[config.mk]
export PLATFORM = sky130hd
export DESIGN_NAME = audio_upsample_ring_writer_unit
export DESIGN_NICKNAME = d
export VERILOG_FILES = /design/src/design/aurw_pkg.sv /design/src/design/audio_upsample_ring_writer_unit.sv /design/src/design/aurw_regs.sv /design/src/design/aurw_front.sv /design/src/design/aurw_fifo.sv /design/src/design/aurw_back.sv
export SDC_FILE = /design/constraint.sdc
export NUM_CORES = 2
export LEC_CHECK = 0
export BUFFER_PORTS_ARGS = -buffer_cell sky130_fd_sc_hd__buf_2
export CORE_AREA = 5 5 240 242
export CTS_BUF_LIST = sky130_fd_sc_hd__clkbuf_2
export DETAILED_ROUTE_END_ITERATION = 12
export DIE_AREA = 0 0 245 247
export PLACE_DENSITY_LB_ADDON = 0.1
export SLEW_MARGIN = 20
export SYNTH_ARGS = -nofsm -noshare
export SYNTH_HDL_FRONTEND = slang
export SYNTH_SLANG_ARGS = --single-unit
[constraint.sdc]
create_clock -name clk -period 22.4 [get_ports clk]
set_input_delay 2.24 -clock clk [delete_from_list [all_inputs] [get_ports clk]]
set_output_delay 2.24 -clock clk [all_outputs]
set_load 0.1 [all_outputs]
[src/design/aurw_pkg.sv]
`default_nettype none
// ---------------------------------------------------------------------------
// aurw_pkg: shared types and constants of the upsampling ring writer
// Ring geometry, rate limits, register map and the types passed between
// the register file, the frame front end, the queue and the writer.
// ---------------------------------------------------------------------------
package aurw_pkg;

	// ring geometry
	localparam int NUM_BUFFERS           = 4;
	localparam int SUBBUFFERS_PER_BUFFER = 4;
	localparam int SLOT_SAMPLES          = 1024;

	localparam int BUF_W = (NUM_BUFFERS > 1) ? $clog2(NUM_BUFFERS) : 1;
	localparam int SUB_W = (SUBBUFFERS_PER_BUFFER > 1) ? $clog2(SUBBUFFERS_PER_BUFFER) : 1;
	localparam int OFF_W = (SLOT_SAMPLES > 1) ? $clog2(SLOT_SAMPLES) : 1;

	// rates
	localparam int OUT_RATE = 48000;
	localparam int MIN_RATE = 8000;
	localparam int PHASE_W  = 16;
	localparam int MAX_REPEAT = 6;
	localparam int CNT_W    = 3;

	// frame queue
	localparam int FIFO_DEPTH = 4;
	localparam int PTR_W      = $clog2(FIFO_DEPTH);

	// configuration port
	localparam int ADDR_W = 4;

	typedef enum logic [1:0] {
		REG_SOURCE_RATE  = 2'd0,
		REG_STEREO_MODE  = 2'd1,
		REG_WIDE_SAMPLES = 2'd2,
		REG_GAIN         = 2'd3
	} reg_idx_t;

	typedef struct packed {
		logic [15:0] source_rate;
		logic        stereo_mode;
		logic        wide_samples;
		logic [15:0] gain;
	} cfg_t;

	// one scaled frame and how many output beats it produces
	typedef struct packed {
		logic signed [15:0] left;
		logic signed [15:0] right;
		logic [CNT_W-1:0]   count;
	} frame_t;

	typedef struct packed {
		logic full;
		logic empty;
	} fifo_status_t;

endpackage : aurw_pkg
`default_nettype wire

[src/design/audio_upsample_ring_writer_unit.sv]
`default_nettype none
// ---------------------------------------------------------------------------
// audio_upsample_ring_writer_unit: nearest-neighbor upsampler to 48 kHz
// Scales mono or stereo frames by a Q4.12 gain and repeats each frame
// into consecutive slots of a ring of sample buffers.
// ---------------------------------------------------------------------------
// Each accepted frame produces 0 to 6 output beats; a frame at source rate R
// yields about 48000/R beats (6 at 8 kHz, 1 at 48 kHz). The writer emits one
// beat per cycle while frames are queued and the sink is ready, from its single
// output register; a frame that yields no beat retires in the front end without
// a queue slot. The front end takes a new frame every cycle while the four-entry
// frame queue has room, so intake and output stall independently. A frame passes
// through the front-end stage register and the frame queue into the output
// register. Write configuration only while the block is idle.
// ---------------------------------------------------------------------------
module audio_upsample_ring_writer_unit (
	input  wire logic                        clk,
	input  wire logic                        arst_n,
	// configuration port
	input  wire logic                        psel,
	input  wire logic                        penable,
	input  wire logic                        pwrite,
	input  wire logic [aurw_pkg::ADDR_W-1:0] paddr,
	input  wire logic [31:0]                 pwdata,
	output logic      [31:0]                 prdata,
	output logic                             pready,
	// frame input
	input  wire logic                        in_valid,
	output logic                             in_ready,
	input  wire logic signed [15:0]          first_sample,
	input  wire logic signed [15:0]          second_sample,
	input  wire logic                        end_of_call,
	// ring write beats
	output logic                             out_valid,
	input  wire logic                        out_ready,
	output logic signed [15:0]               left_out,
	output logic signed [15:0]               right_out,
	output logic [1:0]                       buffer_index,
	output logic [1:0]                       subbuffer_index,
	output logic [9:0]                       slot_offset,
	output logic                             subbuffer_done,
	output logic                             buffer_ready,
	output logic                             last
);

	aurw_pkg::cfg_t         cfg;
	aurw_pkg::fifo_status_t q_status;
	aurw_pkg::frame_t       push_frame;
	aurw_pkg::frame_t       head;
	logic                   push;
	logic                   pop;

	// register accesses complete without wait states
	assign pready = 1'b1;

	aurw_regs u_regs (
		.clk     (clk),
		.arst_n  (arst_n),
		.psel    (psel),
		.penable (penable),
		.pwrite  (pwrite),
		.paddr   (paddr),
		.pwdata  (pwdata),
		.prdata  (prdata),
		.cfg     (cfg)
	);

	// front end: widen, count repeats, scale, enqueue
	aurw_front u_front (
		.clk           (clk),
		.arst_n        (arst_n),
		.cfg           (cfg),
		.in_valid      (in_valid),
		.in_ready      (in_ready),
		.first_sample  (first_sample),
		.second_sample (second_sample),
		.end_of_call   (end_of_call),
		.q_status      (q_status),
		.push          (push),
		.push_frame    (push_frame)
	);

	aurw_fifo u_fifo (
		.clk        (clk),
		.arst_n     (arst_n),
		.push       (push),
		.push_frame (push_frame),
		.pop        (pop),
		.head       (head),
		.status     (q_status)
	);

	// back end: repeat the head frame and walk the ring position
	aurw_back u_back (
		.clk             (clk),
		.arst_n          (arst_n),
		.head            (head),
		.q_status        (q_status),
		.pop             (pop),
		.out_valid       (out_valid),
		.out_ready       (out_ready),
		.left_out        (left_out),
		.right_out       (right_out),
		.buffer_index    (buffer_index),
		.subbuffer_index (subbuffer_index),
		.slot_offset     (slot_offset),
		.subbuffer_done  (subbuffer_done),
		.buffer_ready    (buffer_ready),
		.last            (last)
	);

endmodule : audio_upsample_ring_writer_unit
`default_nettype wire

[src/design/aurw_regs.sv]
`default_nettype none
// ---------------------------------------------------------------------------
// aurw_regs: configuration register file
// APB-style write and read access to rate, channel mode, sample width
// and gain.
// ---------------------------------------------------------------------------
module aurw_regs (
	input  wire logic                        clk,
	input  wire logic                        arst_n,
	input  wire logic                        psel,
	input  wire logic                        penable,
	input  wire logic                        pwrite,
	input  wire logic [aurw_pkg::ADDR_W-1:0] paddr,
	input  wire logic [31:0]                 pwdata,
	output logic      [31:0]                 prdata,
	output aurw_pkg::cfg_t                   cfg
);

	aurw_pkg::cfg_t   cfg_q;
	aurw_pkg::reg_idx_t idx;
	logic             wr_en;

	assign idx   = aurw_pkg::reg_idx_t'(paddr[3:2]);
	assign wr_en = psel && penable && pwrite;
	assign cfg   = cfg_q;

	always_ff @(posedge clk or negedge arst_n) begin
		if (!arst_n) begin
			cfg_q.source_rate  <= 16'(aurw_pkg::OUT_RATE);
			cfg_q.stereo_mode  <= 1'b0;
			cfg_q.wide_samples <= 1'b1;
			cfg_q.gain         <= 16'd4096;
		end else if (wr_en) begin
			unique case (idx)
				aurw_pkg::REG_SOURCE_RATE:  cfg_q.source_rate  <= pwdata[15:0];
				aurw_pkg::REG_STEREO_MODE:  cfg_q.stereo_mode  <= pwdata[0];
				aurw_pkg::REG_WIDE_SAMPLES: cfg_q.wide_samples <= pwdata[0];
				aurw_pkg::REG_GAIN:         cfg_q.gain         <= pwdata[15:0];
			endcase
		end
	end

	always_comb begin
		unique case (idx)
			aurw_pkg::REG_SOURCE_RATE:  prdata = {16'd0, cfg_q.source_rate};
			aurw_pkg::REG_STEREO_MODE:  prdata = {31'd0, cfg_q.stereo_mode};
			aurw_pkg::REG_WIDE_SAMPLES: prdata = {31'd0, cfg_q.wide_samples};
			aurw_pkg::REG_GAIN:         prdata = {16'd0, cfg_q.gain};
		endcase
	end

endmodule : aurw_regs
`default_nettype wire

[src/design/aurw_front.sv]
`default_nettype none
// ---------------------------------------------------------------------------
// aurw_front: frame intake and classification
// Widens samples, steps the phase accumulator to find the repeat count,
// applies the gain and pushes the frame into the queue.
// ---------------------------------------------------------------------------
module aurw_front (
	input  wire logic                  clk,
	input  wire logic                  arst_n,
	input  wire aurw_pkg::cfg_t        cfg,
	input  wire logic                  in_valid,
	output logic                       in_ready,
	input  wire logic signed [15:0]    first_sample,
	input  wire logic signed [15:0]    second_sample,
	input  wire logic                  end_of_call,
	input  wire aurw_pkg::fifo_status_t q_status,
	output logic                       push,
	output aurw_pkg::frame_t           push_frame
);

	localparam int SUM_W = 20;

	logic                            valid_s1;
	logic signed [15:0]              left_s1;
	logic signed [15:0]              right_s1;
	logic [aurw_pkg::CNT_W-1:0]      count_s1;
	logic [aurw_pkg::PHASE_W-1:0]    phase_q;

	logic                            accept;
	logic                            s1_done;
	logic [15:0]                     rate;
	logic [SUM_W-1:0]                sums [0:aurw_pkg::MAX_REPEAT];
	logic [aurw_pkg::CNT_W-1:0]      cnt_raw;
	logic [aurw_pkg::CNT_W-1:0]      cnt_fin;
	logic [aurw_pkg::PHASE_W-1:0]    phase_nxt;
	logic [aurw_pkg::PHASE_W-1:0]    phase_fin;
	logic signed [15:0]              first_w;
	logic signed [15:0]              second_w;

	function automatic logic signed [15:0] widen(input logic signed [15:0] raw,
		input logic wide);
		return wide ? raw : $signed({raw[7:0], 8'h00});
	endfunction

	// truncate toward zero, then saturate
	function automatic logic signed [15:0] scale_sample(input logic signed [15:0] s,
		input logic [15:0] g);
		logic signed [32:0] prod;
		logic signed [32:0] q;
		prod = s * $signed({1'b0, g});
		q = (prod + (prod[32] ? 33'sd4095 : 33'sd0)) >>> 12;
		if (q > 33'sd32767)
			return 16'sh7FFF;
		else if (q < -33'sd32768)
			return 16'sh8000;
		else
			return q[15:0];
	endfunction

	// clamp the rate into the supported range
	always_comb begin
		if (cfg.source_rate < 16'(aurw_pkg::MIN_RATE))
			rate = 16'(aurw_pkg::MIN_RATE);
		else if (cfg.source_rate > 16'(aurw_pkg::OUT_RATE))
			rate = 16'(aurw_pkg::OUT_RATE);
		else
			rate = cfg.source_rate;
	end

	// candidate output instants, each independent of the others
	always_comb begin
		for (int k = 0; k <= aurw_pkg::MAX_REPEAT; k++) begin
			sums[k] = SUM_W'(phase_q) + SUM_W'(rate) * SUM_W'(k);
		end
		cnt_raw = aurw_pkg::CNT_W'(1);
		for (int k = 1; k < aurw_pkg::MAX_REPEAT; k++) begin
			if (sums[k] < SUM_W'(aurw_pkg::OUT_RATE))
				cnt_raw = cnt_raw + aurw_pkg::CNT_W'(1);
		end
		phase_nxt = aurw_pkg::PHASE_W'(sums[cnt_raw] - SUM_W'(aurw_pkg::OUT_RATE));
		cnt_fin   = cnt_raw;
		phase_fin = phase_nxt;
		if (end_of_call) begin
			if (phase_nxt != '0)
				cnt_fin = cnt_raw - aurw_pkg::CNT_W'(1);
			phase_fin = '0;
		end
	end

	assign first_w  = widen(first_sample, cfg.wide_samples);
	assign second_w = widen(second_sample, cfg.wide_samples);

	// a frame with no output retires without a queue slot
	assign push     = valid_s1 && (count_s1 != '0) && !q_status.full;
	assign s1_done  = valid_s1 && ((count_s1 == '0) || !q_status.full);
	assign in_ready = !valid_s1 || s1_done;
	assign accept   = in_valid && in_ready;

	assign push_frame.left  = scale_sample(left_s1, cfg.gain);
	assign push_frame.right = scale_sample(right_s1, cfg.gain);
	assign push_frame.count = count_s1;

	always_ff @(posedge clk or negedge arst_n) begin
		if (!arst_n) begin
			valid_s1 <= 1'b0;
			phase_q  <= '0;
		end else if (accept) begin
			valid_s1 <= 1'b1;
			phase_q  <= phase_fin;
		end else if (s1_done) begin
			valid_s1 <= 1'b0;
		end
	end

	always_ff @(posedge clk) begin
		if (accept) begin
			left_s1  <= cfg.stereo_mode ? second_w : first_w;
			right_s1 <= first_w;
			count_s1 <= cnt_fin;
		end
	end

endmodule : aurw_front
`default_nettype wire

[src/design/aurw_fifo.sv]
`default_nettype none
// ---------------------------------------------------------------------------
// aurw_fifo: frame queue
// Short queue of scaled frames between the front end and the writer.
// ---------------------------------------------------------------------------
module aurw_fifo (
	input  wire logic                   clk,
	input  wire logic                   arst_n,
	input  wire logic                   push,
	input  wire aurw_pkg::frame_t       push_frame,
	input  wire logic                   pop,
	output aurw_pkg::frame_t            head,
	output aurw_pkg::fifo_status_t      status
);

	aurw_pkg::frame_t               mem_q [0:aurw_pkg::FIFO_DEPTH-1];
	logic [aurw_pkg::PTR_W-1:0]     wr_ptr_q;
	logic [aurw_pkg::PTR_W-1:0]     rd_ptr_q;
	logic [aurw_pkg::PTR_W:0]       fill_q;

	assign status.full  = (fill_q == (aurw_pkg::PTR_W+1)'(aurw_pkg::FIFO_DEPTH));
	assign status.empty = (fill_q == '0);
	assign head         = mem_q[rd_ptr_q];

	always_ff @(posedge clk or negedge arst_n) begin
		if (!arst_n) begin
			wr_ptr_q <= '0;
			rd_ptr_q <= '0;
			fill_q   <= '0;
		end else begin
			if (push)
				wr_ptr_q <= wr_ptr_q + aurw_pkg::PTR_W'(1);
			if (pop)
				rd_ptr_q <= rd_ptr_q + aurw_pkg::PTR_W'(1);
			if (push && !pop)
				fill_q <= fill_q + (aurw_pkg::PTR_W+1)'(1);
			else if (pop && !push)
				fill_q <= fill_q - (aurw_pkg::PTR_W+1)'(1);
		end
	end

	always_ff @(posedge clk) begin
		if (push)
			mem_q[wr_ptr_q] <= push_frame;
	end

endmodule : aurw_fifo
`default_nettype wire

[src/design/aurw_back.sv]
`default_nettype none
// ---------------------------------------------------------------------------
// aurw_back: ring writer
// Repeats the head frame into output beats and tracks the ring position.
// ---------------------------------------------------------------------------
module aurw_back (
	input  wire logic                  clk,
	input  wire logic                  arst_n,
	input  wire aurw_pkg::frame_t      head,
	input  wire aurw_pkg::fifo_status_t q_status,
	output logic                       pop,
	output logic                       out_valid,
	input  wire logic                  out_ready,
	output logic signed [15:0]         left_out,
	output logic signed [15:0]         right_out,
	output logic [1:0]                 buffer_index,
	output logic [1:0]                 subbuffer_index,
	output logic [9:0]                 slot_offset,
	output logic                       subbuffer_done,
	output logic                       buffer_ready,
	output logic                       last
);

	logic [aurw_pkg::CNT_W-1:0] rep_q;
	logic [aurw_pkg::BUF_W-1:0] buf_q;
	logic [aurw_pkg::SUB_W-1:0] sub_q;
	logic [aurw_pkg::OFF_W-1:0] off_q;
	logic                       out_valid_q;

	logic                       load;
	logic                       is_last;
	logic                       off_wrap;
	logic                       sub_wrap;

	assign load     = !q_status.empty && (!out_valid_q || out_ready);
	assign is_last  = (rep_q + aurw_pkg::CNT_W'(1)) == head.count;
	assign pop      = load && is_last;
	assign off_wrap = (off_q == aurw_pkg::OFF_W'(aurw_pkg::SLOT_SAMPLES - 1));
	assign sub_wrap = (sub_q == aurw_pkg::SUB_W'(aurw_pkg::SUBBUFFERS_PER_BUFFER - 1));
	assign out_valid = out_valid_q;

	always_ff @(posedge clk or negedge arst_n) begin
		if (!arst_n) begin
			out_valid_q <= 1'b0;
			rep_q       <= '0;
			buf_q       <= '0;
			sub_q       <= '0;
			off_q       <= '0;
		end else begin
			if (load)
				out_valid_q <= 1'b1;
			else if (out_ready)
				out_valid_q <= 1'b0;
			if (load) begin
				rep_q <= is_last ? '0 : rep_q + aurw_pkg::CNT_W'(1);
				// advance the write position, wrapping slot, sub-buffer, buffer
				if (off_wrap) begin
					off_q <= '0;
					if (sub_wrap) begin
						sub_q <= '0;
						if (buf_q == aurw_pkg::BUF_W'(aurw_pkg::NUM_BUFFERS - 1))
							buf_q <= '0;
						else
							buf_q <= buf_q + aurw_pkg::BUF_W'(1);
					end else begin
						sub_q <= sub_q + aurw_pkg::SUB_W'(1);
					end
				end else begin
					off_q <= off_q + aurw_pkg::OFF_W'(1);
				end
			end
		end
	end

	always_ff @(posedge clk) begin
		if (load) begin
			left_out        <= head.left;
			right_out       <= head.right;
			buffer_index    <= 2'(buf_q);
			subbuffer_index <= 2'(sub_q);
			slot_offset     <= 10'(off_q);
			subbuffer_done  <= off_wrap;
			buffer_ready    <= off_wrap && sub_wrap;
			last            <= is_last;
		end
	end

endmodule : aurw_back
`default_nettype wire

# After elaboration in Yosys (flattened, before gate mapping)
# Memories as Yosys holds them, arrays and structs flattened.
# Cells that the tools add are included.
dict set report classes {
  add_sub_neg 22
  mul 5
  n_lt_le_gt_ge 12
  eq_ne 8
  muxes 35
  n_bitwise 1
  reduce_logical 34
}
# op count
set ops {}
lappend ops {{2-to-1 mux 16 bit} 12}
lappend ops {{one-hot mux 32 bit (4 select lines)} 1}
lappend ops {{less-than comparator 20 x 16 -> 1 bit, second input constant} 5}
lappend ops {{adder 33 x 13 -> 33 bit} 2}
lappend ops {{multiplier 16 x 17 -> 33 bit} 2}
lappend ops {{binary-select mux 20 bit (select 3 bit)} 1}
lappend ops {{> comparator 21 x 16 -> 1 bit, second input constant} 2}
lappend ops {{less-than comparator 21 x 16 -> 1 bit, second input constant} 2}
lappend ops {{adder 16 x 19 -> 20 bit} 2}
lappend ops {{adder 16 x 18 -> 19 bit} 2}
lappend ops {{multiplier 16 x 2 -> 18 bit, second input constant} 2}
lappend ops {{2-to-1 mux 3 bit} 9}
lappend ops {{2-to-1 mux 12 bit} 2}
lappend ops {{multiplier 16 x 3 -> 19 bit, second input constant} 1}
lappend ops {{adder 16 x 17 -> 18 bit} 1}
lappend ops {{adder 16 x 16 -> 17 bit} 1}
lappend ops {{> comparator 16 bit, second input constant} 1}
lappend ops {{less-than comparator 16 x 13 -> 1 bit, second input constant} 1}
lappend ops {{nonzero test 16 bit} 1}
lappend ops {{subtractor 16 bit, second input constant} 1}
lappend ops {{adder 3 x 1 -> 3 bit, second input constant} 5}
lappend ops {{logical AND 1 bit} 11}
lappend ops {{adder 10 x 1 -> 10 bit, second input constant} 1}
lappend ops {{equality test 10 bit, second input constant} 1}
lappend ops {{20 further kinds} 48}
dict set report totals {
  reg_bits 160
  ram_bits 140
  input_bits 76
  mem_count 1
}
# memory words word_bits rd rd_ports_with_merged_regs wr line_no
set mem_list {}
lappend mem_list {u_fifo.mem_q 4 35 1 0 1 aurw_fifo.sv:16} ;# aurw_pkg::frame_t mem_q [0:aurw_pkg::FIFO_DEPTH-1];

# Longest topological paths before layout
dict set report depth {
  depth_word 22
  ltp_mapped 45
  depth_no_buf 43
}

# Modules after synthesis
# Synthesis repeated with hierarchy kept, for this count alone.
dict set report unflattened {
  hier_cells 3793
  area_unflattened_um2 37713.7
}
# module instances cells_per_inst area_each_um2 seq_area_each_um2
set modules_own_cells {}
lappend modules_own_cells {aurw_front 1 3320 28044.4 1476.4}
lappend modules_own_cells {aurw_fifo 1 217 5500.3 4379.2}
lappend modules_own_cells {aurw_back 1 139 2422.3 1921.8}
lappend modules_own_cells {aurw_regs 1 115 1735.4 862.1}
lappend modules_own_cells {audio_upsample_ring_writer_unit 1 2 11.3 0.0}

# Least setup slack after synthesis
# No wires, ideal clock.
dict set report synth_timing {
  kind {register -> register}
  from {register u_regs.cfg_q, in the netlist u_regs.cfg[12]}
  to {memory u_fifo.mem_q[0][10] in the netlist's numbering, data pin}
  setup_time_ns 0.293
  arrival_time_ns 9.570
  required_ns 22.107
  setup_slack_ns 12.537
  path_stages_with_launch 43
  path_buffers 2
  cell_sequence {dfstp_2 clkbuf_1 nand2_1 fa_1 fa_1 fa_1 inv_1 fa_1 fa_1 inv_1 fa_1 inv_1 ha_1 a21o_1 a21o_1 a21oi_1 nand2_1 a211oi_1 (+7 left out) ha_1 a21o_1 a21o_1 a21oi_1 nor2b_1 o21ai_0 nand2b_1 and3_1 nand4_1 a22oi_1 nand4_1 a21oi_1 nand3b_1 nor4b_1 and2_1 a311o_1 clkbuf_1 o21ai_0}
}
# element line_no
set synth_lines {}
lappend synth_lines {{from (decl)} aurw_regs.sv:19} ;# aurw_pkg::cfg_t cfg_q;
lappend synth_lines {{to (decl)} aurw_fifo.sv:16}

==> impl_metrics.env <==
export IMPL_drive_gt1_frac=0.107
export IMPL_die_h_um=247
export IMPL_num_rows=86
export IMPL_synth_main_ff_cell="edfxtp_1"
export IMPL_hold_start="u_back.off_q[9]$_DFFE_PN0P_"
export IMPL_cp_max_fo=18
export IMPL_drt_pass1_iterations=6
export IMPL_clock_skew_ns=0.149
export IMPL_gp_congestion=0.947
export IMPL_ant_nets=0
export IMPL_cp_slowest_cell="dfrtp_1"
export IMPL_crit_buf_inv=5
export IMPL_routed_wl_mm=94.2
export IMPL_synth_compound_area_frac=0.109
export IMPL_use_met2=0.507
export IMPL_path_common_cell="fa_1"
export IMPL_fmax_ghz=0.0793
export IMPL_startpoint="u_regs.cfg[1]$_DFFE_PN0P_"
export IMPL_cap_violations=0
export IMPL_grtUsageTotal=0.316
export IMPL_synthTopCellsByArea="fa_1, edfxtp_1, ha_1"
export IMPL_grt_use_met1=0.427
export IMPL_die_w_um=245
export IMPL_grt_max_degree=57
export IMPL_hold_viol_final=0
export IMPL_synth_edf_count=224
export IMPL_grt_setup_unrepaired="no"
export IMPL_syn_inst=3915
export IMPL_avgRoutedWirePerCell_um=19.7
export IMPL_syn_to_final_growth_pct=5.08
export IMPL_drc=0
export IMPL_avgSynthCellArea_sq_um=9.75
export IMPL_clk_insertion_delay_late_ns=1.11
export IMPL_cp_top_family="compound AO/OA/AOI/OAI gates"
export IMPL_synth_top_area_frac=0.223
export IMPL_core_area_sq_mm=0.0549
export IMPL_grt_antenna_before_repair=4
export IMPL_ctsResizeCount=0
export IMPL_nets=4905
export IMPL_drt_iter0_markers=2195
export IMPL_required_ns=22.96
export IMPL_start_util=0.696
export IMPL_async_flop_share=0.253
export IMPL_cts_setup_buffers=0
export IMPL_worst_pin_slew_ns=1.06
export IMPL_synth_xor_area_frac=0.0409
export IMPL_grt_pass1_wl_mm=151
export IMPL_yosys_area_share_adder=0.351
export IMPL_crit_arrival_ns=13.16
export IMPL_final_max_slew_violation_count=0
export IMPL_hp_class="reg2reg"
export IMPL_portBuffers=124
export IMPL_synthSimpleGateAreaFrac=0.140
export IMPL_top_usage_layer="met2"
export IMPL_ys_seq_area_frac=0.226
export IMPL_numCtsBuffers=78
export IMPL_crit_type="reg2reg"
export IMPL_clock_sinks=300
export IMPL_synthMuxAreaShare=0.0467
export IMPL_synth_top_family_by_area="adder cells"
export IMPL_crit_reg2reg_launch="u_regs.cfg[1]$_DFFE_PN0P_"
export IMPL_synthTopCellsByCount="inv_1, fa_1, ha_1"
export IMPL_cts_clk_slew_worst_paths_ns=0.11
export IMPL_vias_per_cell=6.00
export IMPL_finalSetupViolations=0
export IMPL_met3_usage=0.0808
export IMPL_cts_tree="done"
export IMPL_outcome="finished, final reports clean"
export IMPL_grt_pass1_vias=29000
export IMPL_critPathMaxStageDelay_ns=0.83
export IMPL_cts_root_buf="clkbuf_2"
export IMPL_slew_headroom=0.292
export IMPL_syn_area_sq_mm=0.0382
export IMPL_ctsHoldBuffers=0
export IMPL_ys_seq_elements=300
export IMPL_io_pins=160
export IMPL_die_area_sq_mm=0.0605
export IMPL_num_vias=28700
export IMPL_yosysWarningCount=0
export IMPL_synth_most_common_cell="inv_1"
export IMPL_h_tree_depth=3
export IMPL_post_route_period_util=0.563
export IMPL_cp_start_kind="flop"
export IMPL_ys_types=104
export IMPL_endpoint_kind="flop"
export IMPL_setup_tns_final_ns=0
export IMPL_hpwl_mm=73.9
export IMPL_cts_path_max_buffers=3
export IMPL_yosys_area_top_type="fa_1"
export IMPL_finalCriticalPeriod_ns=12.61
export IMPL_fill_cells=4135
export IMPL_overflow=0
worst register-to-register path: cells and delay by family (launching register included):
family          cells  cell delay (ns)
flops               1             0.83
fa+ha+maj           8             4.00
buf+inv             5             0.70
compound gates     13             4.24
simple gates       11             2.29
registers in the layout (all words and copies together) (netlist names), 2 cells and up:
signal and flops:
u_fifo.fill_q 3, u_back.buffer_index 2, u_back.right_out 16, u_front.right_s1 16, u_back.buf_q 2, u_regs.cfg 34, u_back.subbuffer_index 2, u_back.sub_q 2
u_back.off_q 10, u_front.phase_q 16, u_fifo.rd_ptr_q 2, u_fifo.wr_ptr_q 2, u_back.slot_offset 10, u_front.count_s1 3, u_fifo.mem_q 140, u_back.rep_q 3
u_front.left_s1 16, u_back.left_out 16
final timing paths:
kind	slack, ns	cells past startpoint	endpoint
hold reg to reg	0.47	0	u_back.slot_offset[9]$_DFFE_PP_
max in group asynchronous	20.13	2	u_front.phase_q[2]$_DFFE_PN0P_
hold / removal	0.47	0	u_back.slot_offset[9]$_DFFE_PP_
min in group asynchronous	1.12	1	u_fifo.wr_ptr_q[1]$_DFFE_PN0P_
setup reg to reg	9.79	37	u_fifo.mem_q[1][33]$_DFFE_PP_
setup / recovery	9.79	37	u_fifo.mem_q[1][33]$_DFFE_PP_
logic make-up after synthesis:
family,after synthesis
AND/OR/NAND/NOR,1051
buffers and inverters,832
adder cells (fa/ha/maj),817
AO/OA/AOI/OAI,613
flip-flops,300
XOR/XNOR,176
multiplexers,124
other,2
per-layer routing:
layer,vias up,part of all wire
met2,1213,0.46
met4,0,0.035
met3,224,0.099
li1,13300,-
met5,-,0
met1,14000,0.41
cells in the final DEF, fill, tap and decap left out, drive strengths merged, types with 33 or more instances in the layout:
cell type	count
nor3	50
o21ai	137
mux4	38
nor2	131
and2	277
nand3	54
fa	425
xor2	49
clkbuf	115
mux2i	36
a21o	48
inv	678
ha	392
xnor2	126
a21oi	140
edfxtp	224
dfrtp	67
nand2b	37
nor2b	33
nand2	345
buf	159
mux2	50
layout make-up:
type                    instances  area (sq um)  area share
diodes                          5          12.5    0.000312
clock buffers                 115           576      0.0143
clock inverters                30           221     0.00552
inverters                     675          2530      0.0632
multi-input cells            2798         26400       0.657
flip-flops and latches        300          8640       0.215
well taps                     704           881      0.0220
repair buffers                159           886      0.0221
metrics by stage:
| stage | setup slack, ns | instance area [sq um] | cells | util | hold slack [ns] |
|---|---|---|---|---|---|
| after floorplan | 12.54 | 38200 | 3930 | - | 0.445 |
| after global placement | 10.29 | 39300 | 4636 | 0.716 | 0.455 |
| after detailed placement | 10.10 | 39300 | 4636 | 0.716 | 0.464 |
| after CTS | 9.90 | 40100 | 4781 | 0.731 | 0.477 |
| after global routing | 9.18 | 40100 | 4784 | 0.731 | 0.512 |
| final | 9.79 | 40100 | 4786 | 0.731 | 0.473 |
Power is left out: the tool's default activity adds up to more than one toggle a clock period on the data nets, which glitch-free logic cannot reach.
